$ cat src/rtl/bit_packer_varint_encoder_defines.svh
// Assertion macros shared by the bit packer RTL.
`ifndef BIT_PACKER_VARINT_ENCODER_DEFINES_SVH
`define BIT_PACKER_VARINT_ENCODER_DEFINES_SVH

// Checks that a property holds at every clock edge outside reset.
`define BPVE_ASSERT(label, clk, rst_n, prop) \
    label: assert property (@(posedge clk) disable iff (!rst_n) (prop)) \
        else $error("bit packer assertion failed");

// Checks that a consequent holds in the same cycle as its antecedent.
`define BPVE_ASSERT_IMPL(label, clk, rst_n, ante, cons) \
    `BPVE_ASSERT(label, clk, rst_n, (ante) |-> (cons))

`endif

$ cat src/rtl/bpve_pkg.sv
package bpve_pkg;

    localparam logic [2:0] OP_START  = 3'd0;
    localparam logic [2:0] OP_RAW    = 3'd1;
    localparam logic [2:0] OP_NUMBER = 3'd2;
    localparam logic [2:0] OP_SKIP   = 3'd3;
    localparam logic [2:0] OP_FINISH = 3'd4;

    localparam logic [1:0] REG_FIRST_BITS = 2'd0;
    localparam logic [1:0] REG_NEXT_BITS  = 2'd1;
    localparam logic [1:0] REG_BUF_BYTES  = 2'd2;
    localparam logic [1:0] REG_START_OFF  = 2'd3;

    localparam logic [2:0]  FIRST_BITS_RST = 3'd4;
    localparam logic [2:0]  NEXT_BITS_RST  = 3'd5;
    localparam logic [16:0] BUF_BYTES_RST  = 17'h10000;
    localparam logic [15:0] START_OFF_RST  = 16'h0000;

    localparam logic [2:0] MIN_CHUNK_BITS = 3'd2;
    localparam logic [3:0] BYTE_BITS      = 4'd8;

    typedef logic [7:0] t_mask_tab [0:8];
    localparam t_mask_tab LOW_MASK = '{8'h00, 8'h01, 8'h03, 8'h07, 8'h0f,
                                       8'h1f, 8'h3f, 8'h7f, 8'hff};

    typedef struct packed {
        logic [2:0]  first_bits;
        logic [2:0]  next_bits;
        logic [16:0] buf_bytes;
        logic [15:0] start_off;
    } t_cfg;

    typedef struct packed {
        logic [7:0] emit_byte;
        logic [7:0] next_byte;
        logic [3:0] next_free;
        logic       adv;
    } t_put_res;

endpackage

$ cat src/rtl/bpve_cfg_regs.sv
module bpve_cfg_regs (
    input  logic                i_clk,
    input  logic                i_rst_n,
    input  logic                psel,
    input  logic                penable,
    input  logic                pwrite,
    input  logic [3:0]          paddr,
    input  logic [31:0]         pwdata,
    output logic [31:0]         prdata,
    output logic                pready,
    output bpve_pkg::t_cfg      o_cfg
);

    bpve_pkg::t_cfg r_cfg;
    logic           w_wr;

    assign w_wr   = psel && penable && pwrite;
    assign pready = 1'b1;
    assign o_cfg  = r_cfg;

    always_ff @(posedge i_clk) begin
        if (!i_rst_n) begin
            r_cfg.first_bits <= bpve_pkg::FIRST_BITS_RST;
            r_cfg.next_bits  <= bpve_pkg::NEXT_BITS_RST;
            r_cfg.buf_bytes  <= bpve_pkg::BUF_BYTES_RST;
            r_cfg.start_off  <= bpve_pkg::START_OFF_RST;
        end else if (w_wr) begin
            unique case (paddr[3:2])
                bpve_pkg::REG_FIRST_BITS: r_cfg.first_bits <= pwdata[2:0];
                bpve_pkg::REG_NEXT_BITS:  r_cfg.next_bits  <= pwdata[2:0];
                bpve_pkg::REG_BUF_BYTES:  r_cfg.buf_bytes  <= pwdata[16:0];
                bpve_pkg::REG_START_OFF:  r_cfg.start_off  <= pwdata[15:0];
                default: ;
            endcase
        end
    end

    always_comb begin
        unique case (paddr[3:2])
            bpve_pkg::REG_FIRST_BITS: prdata = 32'(r_cfg.first_bits);
            bpve_pkg::REG_NEXT_BITS:  prdata = 32'(r_cfg.next_bits);
            bpve_pkg::REG_BUF_BYTES:  prdata = 32'(r_cfg.buf_bytes);
            bpve_pkg::REG_START_OFF:  prdata = 32'(r_cfg.start_off);
            default:                  prdata = 32'd0;
        endcase
    end

endmodule

$ cat src/rtl/bpve_chunk.sv
module bpve_chunk #(
    parameter int VALUE_BITS = 64
) (
    input  logic [VALUE_BITS-1:0] i_val,
    input  logic [2:0]            i_width,
    output logic [7:0]            o_chunk,
    output logic [3:0]            o_bits,
    output logic [VALUE_BITS-1:0] o_rest
);

    logic w_more;

    assign o_rest  = i_val >> i_width;
    assign w_more  = |o_rest;
    assign o_chunk = (i_val[7:0] & bpve_pkg::LOW_MASK[4'(i_width)])
                   | (8'(w_more) << i_width);
    assign o_bits  = 4'(i_width) + 4'd1;

endmodule

$ cat src/rtl/bpve_put_unit.sv
module bpve_put_unit (
    input  logic [7:0]              i_cur_byte,
    input  logic [3:0]              i_free,
    input  logic [7:0]              i_v,
    input  logic [3:0]              i_bits,
    output bpve_pkg::t_put_res      o_res
);

    logic [15:0] w_sh;
    logic [7:0]  w_or;
    logic        w_fits;

    assign w_sh   = 16'(i_v) << (bpve_pkg::BYTE_BITS - i_free);
    assign w_or   = i_cur_byte | w_sh[7:0];
    assign w_fits = i_bits <= i_free;

    always_comb begin
        o_res.emit_byte = w_or;
        o_res.adv       = !w_fits;
        if (w_fits) begin
            o_res.next_byte = w_or;
            o_res.next_free = i_free - i_bits;
        end else begin
            o_res.next_byte = i_v >> i_free;
            o_res.next_free = bpve_pkg::BYTE_BITS - i_bits + i_free;
        end
    end

endmodule

$ cat src/rtl/bit_packer_varint_encoder.sv
// Bit packer with chunked variable-length integer encoder.
// Commands arrive on the s_axis channel: tuser carries the op code, tdata the
// value and the raw field width. Packed bytes leave on m_axis with their buffer
// address; tlast marks the byte of a finish command and tuser the overflow flag.
// The APB port holds the chunk widths, the buffer size and the start offset;
// a start command latches the buffer size and the start offset.
// A command is taken only while the block is idle. It then runs in steps: one
// step for start, skip, finish and raw writes, one step per chunk for a number;
// raw writes and number chunks pass through the shared bit-insert unit. A
// produced byte appears on m_axis in the cycle after its step.
// Results pass through a single output register. While that register holds a
// byte the receiver has not taken, every step waits, whether it emits or not.
// Reset performs a start with the reset register values and empties the
// output register.
`include "bit_packer_varint_encoder_defines.svh"

module bit_packer_varint_encoder #(
    parameter int ADDR_BITS  = 16,
    parameter int VALUE_BITS = 64,
    localparam int S_TDATA_W = ((VALUE_BITS + 4 + 7) / 8) * 8,
    localparam int M_TDATA_W = ((ADDR_BITS + 8 + 7) / 8) * 8
) (
    input  logic                 i_clk,
    input  logic                 i_rst_n,
    input  logic                 i_s_axis_tvalid,
    output logic                 o_s_axis_tready,
    // value, then bit_count (4 bits), zero padding.
    input  logic [S_TDATA_W-1:0] i_s_axis_tdata,
    // op (3 bits).
    input  logic [2:0]           i_s_axis_tuser,
    output logic                 o_m_axis_tvalid,
    input  logic                 i_m_axis_tready,
    // byte_addr, then byte_value (8 bits), zero padding.
    output logic [M_TDATA_W-1:0] o_m_axis_tdata,
    output logic                 o_m_axis_tlast,
    // overflow (1 bit).
    output logic                 o_m_axis_tuser,
    input  logic                 psel,
    input  logic                 penable,
    input  logic                 pwrite,
    input  logic [3:0]           paddr,
    input  logic [31:0]          pwdata,
    output logic [31:0]          prdata,
    output logic                 pready
);

    localparam int AW1 = ADDR_BITS + 1;
    localparam int CW  = (AW1 > 17) ? AW1 : 17;
    localparam int SW  = (VALUE_BITS > AW1) ? VALUE_BITS : AW1;

    localparam logic ST_IDLE = 1'b0;
    localparam logic ST_EXEC = 1'b1;

    bpve_pkg::t_cfg     w_cfg;
    bpve_pkg::t_put_res w_put;

    logic                  r_state, n_state;
    logic [2:0]            r_op, n_op;
    logic [VALUE_BITS-1:0] r_val, n_val;
    logic [3:0]            r_bits, n_bits;
    logic                  r_first, n_first;
    logic [ADDR_BITS-1:0]  r_cur_addr, n_cur_addr;
    logic [AW1-1:0]        r_next_addr, n_next_addr;
    logic [AW1-1:0]        r_end_addr, n_end_addr;
    logic [3:0]            r_free, n_free;
    logic [7:0]            r_byte, n_byte;
    logic                  r_ok, n_ok;
    logic                  r_out_valid, n_out_valid;
    logic [ADDR_BITS-1:0]  r_out_addr, n_out_addr;
    logic [7:0]            r_out_byte, n_out_byte;
    logic                  r_out_last, n_out_last;
    logic                  r_out_ovf, n_out_ovf;

    logic [16:0]           w_src_bytes;
    logic [15:0]           w_src_off;
    logic [CW-1:0]         w_sz;
    logic                  w_sz_nz;
    logic                  w_st_ok;
    logic [ADDR_BITS-1:0]  w_st_cur;
    logic [AW1-1:0]        w_st_next;
    logic [AW1-1:0]        w_st_end;

    logic [2:0]            w_fw, w_nw, w_cw;
    logic [7:0]            w_chunk;
    logic [3:0]            w_chunk_bits;
    logic [VALUE_BITS-1:0] w_rest;
    logic [3:0]            w_raw_bits;
    logic [7:0]            w_put_v;
    logic [3:0]            w_put_bits;
    logic                  w_adv_fail;
    logic [AW1-1:0]        w_room;
    logic                  w_skip_fits;
    logic                  w_slot_free;
    logic                  w_step;

    bpve_cfg_regs u_cfg_regs (
        .i_clk   (i_clk),
        .i_rst_n (i_rst_n),
        .psel    (psel),
        .penable (penable),
        .pwrite  (pwrite),
        .paddr   (paddr),
        .pwdata  (pwdata),
        .prdata  (prdata),
        .pready  (pready),
        .o_cfg   (w_cfg)
    );

    bpve_chunk #(
        .VALUE_BITS (VALUE_BITS)
    ) u_chunk (
        .i_val   (r_val),
        .i_width (w_cw),
        .o_chunk (w_chunk),
        .o_bits  (w_chunk_bits),
        .o_rest  (w_rest)
    );

    bpve_put_unit u_put (
        .i_cur_byte (r_byte),
        .i_free     (r_free),
        .i_v        (w_put_v),
        .i_bits     (w_put_bits),
        .o_res      (w_put)
    );

    // Start values, taken from the reset register values while in reset.
    always_comb begin
        w_src_bytes = i_rst_n ? w_cfg.buf_bytes : bpve_pkg::BUF_BYTES_RST;
        w_src_off   = i_rst_n ? w_cfg.start_off : bpve_pkg::START_OFF_RST;
        w_sz        = CW'(w_src_bytes);
        if (w_sz > (CW'(1) << ADDR_BITS)) begin
            w_sz = CW'(1) << ADDR_BITS;
        end
        w_sz_nz = w_sz != '0;
        if (!w_sz_nz) begin
            w_sz = CW'(1);
        end
        w_st_ok  = w_sz_nz && (CW'(w_src_off) < w_sz);
        w_st_end = w_sz[AW1-1:0];
        if (w_st_ok) begin
            w_st_cur  = ADDR_BITS'(w_src_off);
            w_st_next = AW1'(w_src_off) + AW1'(1);
        end else begin
            w_st_cur  = '0;
            w_st_next = w_st_end;
        end
    end

    always_comb begin
        w_fw       = (w_cfg.first_bits < bpve_pkg::MIN_CHUNK_BITS)
                   ? bpve_pkg::MIN_CHUNK_BITS : w_cfg.first_bits;
        w_nw       = (w_cfg.next_bits < bpve_pkg::MIN_CHUNK_BITS)
                   ? bpve_pkg::MIN_CHUNK_BITS : w_cfg.next_bits;
        w_cw       = r_first ? w_fw : w_nw;
        w_raw_bits = (r_bits > bpve_pkg::BYTE_BITS) ? bpve_pkg::BYTE_BITS : r_bits;
        if (r_op == bpve_pkg::OP_NUMBER) begin
            w_put_v    = w_chunk;
            w_put_bits = w_chunk_bits;
        end else begin
            w_put_v    = r_val[7:0] & bpve_pkg::LOW_MASK[w_raw_bits];
            w_put_bits = w_raw_bits;
        end
        w_adv_fail  = w_put.adv && (r_next_addr >= r_end_addr);
        w_room      = r_end_addr - r_next_addr;
        w_skip_fits = SW'(r_val) <= SW'(w_room);
        w_slot_free = !r_out_valid || i_m_axis_tready;
        w_step      = (r_state == ST_EXEC) && w_slot_free;
    end

    assign o_s_axis_tready = (r_state == ST_IDLE);

    always_comb begin
        n_state     = r_state;
        n_op        = r_op;
        n_val       = r_val;
        n_bits      = r_bits;
        n_first     = r_first;
        n_cur_addr  = r_cur_addr;
        n_next_addr = r_next_addr;
        n_end_addr  = r_end_addr;
        n_free      = r_free;
        n_byte      = r_byte;
        n_ok        = r_ok;
        n_out_valid = r_out_valid && !i_m_axis_tready;
        n_out_addr  = r_out_addr;
        n_out_byte  = r_out_byte;
        n_out_last  = r_out_last;
        n_out_ovf   = r_out_ovf;

        if (r_state == ST_IDLE) begin
            if (i_s_axis_tvalid) begin
                n_op    = i_s_axis_tuser;
                n_val   = i_s_axis_tdata[VALUE_BITS-1:0];
                n_bits  = i_s_axis_tdata[VALUE_BITS+3:VALUE_BITS];
                n_first = 1'b1;
                n_state = ST_EXEC;
            end
        end else if (w_step) begin
            n_state = ST_IDLE;
            unique case (r_op)
                bpve_pkg::OP_START: begin
                    n_cur_addr  = w_st_cur;
                    n_next_addr = w_st_next;
                    n_end_addr  = w_st_end;
                    n_ok        = w_st_ok;
                    n_free      = bpve_pkg::BYTE_BITS;
                    n_byte      = '0;
                end
                bpve_pkg::OP_FINISH: begin
                    n_out_valid = 1'b1;
                    n_out_addr  = r_cur_addr;
                    n_out_byte  = r_ok ? r_byte : 8'd0;
                    n_out_last  = 1'b1;
                    n_out_ovf   = !r_ok;
                end
                bpve_pkg::OP_RAW, bpve_pkg::OP_NUMBER: begin
                    if (r_ok && (w_put_bits != 4'd0)) begin
                        if (w_adv_fail) begin
                            n_ok = 1'b0;
                        end else begin
                            if (w_put.adv) begin
                                n_out_valid = 1'b1;
                                n_out_addr  = r_cur_addr;
                                n_out_byte  = w_put.emit_byte;
                                n_out_last  = 1'b0;
                                n_out_ovf   = 1'b0;
                                n_cur_addr  = r_next_addr[ADDR_BITS-1:0];
                                n_next_addr = r_next_addr + AW1'(1);
                            end
                            n_byte = w_put.next_byte;
                            n_free = w_put.next_free;
                            if ((r_op == bpve_pkg::OP_NUMBER) && (w_rest != '0)) begin
                                n_val   = w_rest;
                                n_first = 1'b0;
                                n_state = ST_EXEC;
                            end
                        end
                    end
                end
                bpve_pkg::OP_SKIP: begin
                    if (r_ok) begin
                        if (w_skip_fits) begin
                            n_next_addr = r_next_addr + AW1'(r_val);
                        end else begin
                            n_next_addr = r_end_addr;
                            n_ok        = 1'b0;
                        end
                    end
                end
                default: ;
            endcase
        end
    end

    always_ff @(posedge i_clk) begin
        if (!i_rst_n) begin
            r_state     <= ST_IDLE;
            r_first     <= 1'b1;
            r_cur_addr  <= w_st_cur;
            r_next_addr <= w_st_next;
            r_end_addr  <= w_st_end;
            r_ok        <= w_st_ok;
            r_free      <= bpve_pkg::BYTE_BITS;
            r_byte      <= '0;
            r_out_valid <= 1'b0;
        end else begin
            r_state     <= n_state;
            r_first     <= n_first;
            r_cur_addr  <= n_cur_addr;
            r_next_addr <= n_next_addr;
            r_end_addr  <= n_end_addr;
            r_ok        <= n_ok;
            r_free      <= n_free;
            r_byte      <= n_byte;
            r_out_valid <= n_out_valid;
        end
    end

    always_ff @(posedge i_clk) begin
        r_op       <= n_op;
        r_val      <= n_val;
        r_bits     <= n_bits;
        r_out_addr <= n_out_addr;
        r_out_byte <= n_out_byte;
        r_out_last <= n_out_last;
        r_out_ovf  <= n_out_ovf;
    end

    assign o_m_axis_tvalid = r_out_valid;
    assign o_m_axis_tdata  = M_TDATA_W'({r_out_byte, r_out_addr});
    assign o_m_axis_tlast  = r_out_last;
    assign o_m_axis_tuser  = r_out_ovf;

    `BPVE_ASSERT(a_free_range, i_clk, i_rst_n, r_free <= bpve_pkg::BYTE_BITS)
    `BPVE_ASSERT(a_next_in_buf, i_clk, i_rst_n, r_next_addr <= r_end_addr)
    `BPVE_ASSERT_IMPL(a_ok_order, i_clk, i_rst_n, r_ok, AW1'(r_cur_addr) < r_next_addr)
    `BPVE_ASSERT_IMPL(a_ovf_last, i_clk, i_rst_n, r_out_valid && r_out_ovf, r_out_last)

endmodule

$ cat config.mk
export PLATFORM = sky130hd
export DESIGN_NAME = bit_packer_varint_encoder
export DESIGN_NICKNAME = d
export VERILOG_FILES = /design/src/rtl/bpve_pkg.sv /design/src/rtl/bpve_cfg_regs.sv /design/src/rtl/bpve_chunk.sv /design/src/rtl/bpve_put_unit.sv /design/src/rtl/bit_packer_varint_encoder.sv
export VERILOG_INCLUDE_DIRS = /design/src /design/src/rtl
export SDC_FILE = /design/constraint.sdc
export NUM_CORES = 1
export LEC_CHECK = 0
export ABC_AREA = 1
export BUFFER_PORTS_ARGS = -buffer_cell sky130_fd_sc_hd__buf_2
export CAP_MARGIN = 40
export CORE_MARGIN = 2
export CORE_UTILIZATION = 50
export CTS_CLUSTER_DIAMETER = 30
export DETAILED_ROUTE_END_ITERATION = 12
export PLACE_DENSITY = 0.74
export SLEW_MARGIN = 15
export SYNTH_ARGS = -nofsm -noshare
export SYNTH_HDL_FRONTEND = slang
export SYNTH_SLANG_ARGS = --single-unit
$ cat constraint.sdc
create_clock -name i_clk -period 6.5 [get_ports i_clk]
set_input_delay 1.625 -clock i_clk [delete_from_list [all_inputs] [get_ports i_clk]]
set_output_delay 1.625 -clock i_clk [all_outputs]
set_load 0.005 [all_outputs]
==> results.toml <==
[critical_path]
cpMostUsedCell = "o21ai_0"
critical_path_class = "register to register"
crit_slowest_cell = "nor4b_1"
cp_max_fo = 21
max_stage_delay_ns = 0.53
critPathArrivalTime_ns = 5.73
critPathRequiredTime_ns = 6.78
start_kind = "register"
cp-end-kind = "register"

[cts]
clock_latency_ns = 0.55
clockBufferDepth = 3
cts_sinks = 202
post_cts_buffers = 0
htreeDepth = 2
cts-buffers-inserted = 50
cts_root_buf = "clkbuf_16"
path_clk_slew_ns = 0.05
tritoncts = "done"
cts_hold_buf = 0
ctsResizeCount = 0

[sta]
fmaxAchievable_ghz = 0.1837
worstMarginPinSlew_ns = 0.8930
finalSetupTns_ns = 0
relSlewSlack = 0.4001
slew_violations = 0
final_hold_viol_count = 0
skew_ns = 0.01284
fin_crit_ns = 5.443
period_share = 0.8373
rsz0062_at_grt = "no"
setup_viol = 0

[global_routing]
grt_pass1_wl_um = 77280
grt_max_degree = 68
grt_pass1_vias = 14820
globalRouteOverflowTotal = 0
antenna_found_initial = 0
grt_usage = 0.3081

[cells_and_area]
finalInstanceArea_mm2 = 0.01783
antennaDiodeCount = 0
nets = 2411
layout_common_cells = "396 x nand2_1, 366 x nand3_1, 221 x nor2_1"
final.fill_count = 2735
layout-drive-gt1-share = 0.1191
final_common_cell = "nand2_1"
flow.area_growth_from_synthesis_pct = 17.74

[synth]
syn-cell-area_mm2 = 0.01515
synth_top_family_by_area = "simple AND/OR/NAND/NOR gates"
synth_area_leaders = "edfxtp_1 29%, nand3_1 12%, nand2_1 9.8%, dfxtp_1 7.1%, ha_1 6.4%"
synth.distinct_cells = 52
synthXorXnorAreaFrac = 0.02602
synthMuxAreaShare = 0
synth_edf_count = 148
yosysWarningCount = 0
syn_avg_cell_area_um2 = 7.258
synth-seq-cells = 202
syn_inst = 2087
synth_compound_area_frac = 0.1495
async_flop_share = 0
synthSimpleGateAreaFrac = 0.3054
synth_fa_ha_area_frac = 0.07153
ys.flop_type = "edfxtp_1"
yosysSeqAreaShare = 0.3648
yosys.area.top_type_share = 0.2934
synth_area_leader_cell = "edfxtp_1"

[route]
first_pass_iters = 5
ant_nets = 0
wl_per_cell_um = 18.50
routed_wirelength_um = 48860
drc_errors = 0
vias_per_cell = 6.056
vias = 15990
drtIter0Drc = 2053

[floorplan]
design.die.area_mm2 = 0.03170
fp-row-count = 63
initial_core_util = 0.5097
die-height_um = 178.1
design.core.area_mm2 = 0.02972
die_w_um = 178.1
ios = 179

[placement]
placed_area_mm2 = 0.01610
dpl.hpwl_um = 35430
portBuffers = 141
place_congestion = 0.9624

[power_and_ir_drop]
vdd_drop_max_uv = 187.1
p_per_area_mw_per_mm2 = 283.2
leakagePower_nw = 7.767

[run]
drv_cap = 0

[run_status]
status = "completed"

[min_path]
min_path_type = "register to register"
==> final timing paths <==
| path | start | to | slack (ns) | cells after the start |
|---|---|---|---|---|
| setup / recovery | r_next_addr[3]$_DFFE_PP_ | r_next_addr[5]$_DFFE_PP_ | 1.06 | 25 |
| hold reg to reg | r_cur_addr[7]$_DFFE_PP_ | r_out_addr[7]$_DFFE_PP_ | 0.42 | 0 |
| hold / removal | r_cur_addr[7]$_DFFE_PP_ | r_out_addr[7]$_DFFE_PP_ | 0.42 | 0 |
| setup reg to reg | r_next_addr[3]$_DFFE_PP_ | r_next_addr[5]$_DFFE_PP_ | 1.06 | 25 |
==> cell type report <==
cell class,count,area [um^2],share of cell area
clock buffers,57,1299,0.07282
clock inverters,36,416.7,0.02336
inverters,186,698.2,0.03915
multi-input cells,1600,8453,0.4740
flip-flops and latches,202,5529,0.3100
well taps,390,488.0,0.02736
repair buffers,170,950.9,0.05332
==> metrics by stage <==
stage / setup slack, ns / util / hold slack [ns] / cells / power, mW
floorplan: 1.497 / - / 0.4003 / 2101 / 2.233
global placement: 0.9438 / 0.5405 / 0.4067 / 2544 / 2.477
detailed placement: 0.8674 / 0.5417 / 0.4062 / 2547 / 2.501
CTS: 1.071 / 0.5995 / 0.4190 / 2640 / 5.049
global route: 0.3028 / 0.6001 / 0.4294 / 2641 / 5.263
finish: 1.057 / 0.6001 / 0.4168 / 2641 / 5.051
==> worst max-delay path: cells and delay by family (launching register included) <==
| kind | cells | cell delay, ns |
|---|---|---|
| simple gates | 7 | 1.39 |
| buf+inv | 3 | 0.49 |
| xor+xnor | 1 | 0.12 |
| compound gates | 12 | 2.13 |
| flops | 1 | 0.42 |
| fa+ha+maj | 2 | 0.65 |
==> synth_stat cells, types with 15 or more instances <==
| cell type | instances |
|---|---|
| buf_2 | 18 |
| clkbuf_1 | 57 |
| nand3_1 | 366 |
| nor2_1 | 222 |
| nand2_1 | 397 |
| o21ai_0 | 123 |
| a31oi_1 | 73 |
| edfxtp_1 | 148 |
| buf_1 | 15 |
| buf_4 | 19 |
| nor3_1 | 30 |
| o32ai_1 | 15 |
| o211ai_1 | 15 |
| xor2_1 | 36 |
| ha_1 | 77 |
| inv_1 | 177 |
| nand4_1 | 15 |
| nor4_1 | 18 |
| a21oi_1 | 115 |
| dfxtp_1 | 54 |
==> sequential cells by signal (all words and copies together), names as in the netlist, 3 cells and up <==
register          count
r_val                64
u_cfg_regs.o_cfg     39
r_end_addr           17
r_next_addr          17
r_cur_addr           16
r_out_addr           16
r_byte                8
r_out_byte            8
r_bits                4
r_free                4
r_op                  3
==> power by group <==
group	switching [mW]	internal [mW]
Clock	0.770	1.77
Combinational	0.599	0.330
Sequential	0.0856	1.49
Total	1.46	3.60
==> per-layer routing <==
metal / global-route usage / share of wire
met5: 0 / 0
met4: 0.09836 / 0.029
met3: 0.06138 / 0.11
met2: 0.4839 / 0.44
met1: 0.4268 / 0.42
==> logic make-up (layout without fill, tap and decap cells) <==
family / after synthesis / in the layout
adders and majority gates: 83 / 83
other: 2 / 16
AOI/OAI and AO/OA: 391 / 391
and+or+nand+nor: 1065 / 1065
DFF: 202 / 202
xor gates and xnor gates: 45 / 45
buffers and inverters: 299 / 449
No activity file was read; power rests on OpenSTA's default activity.
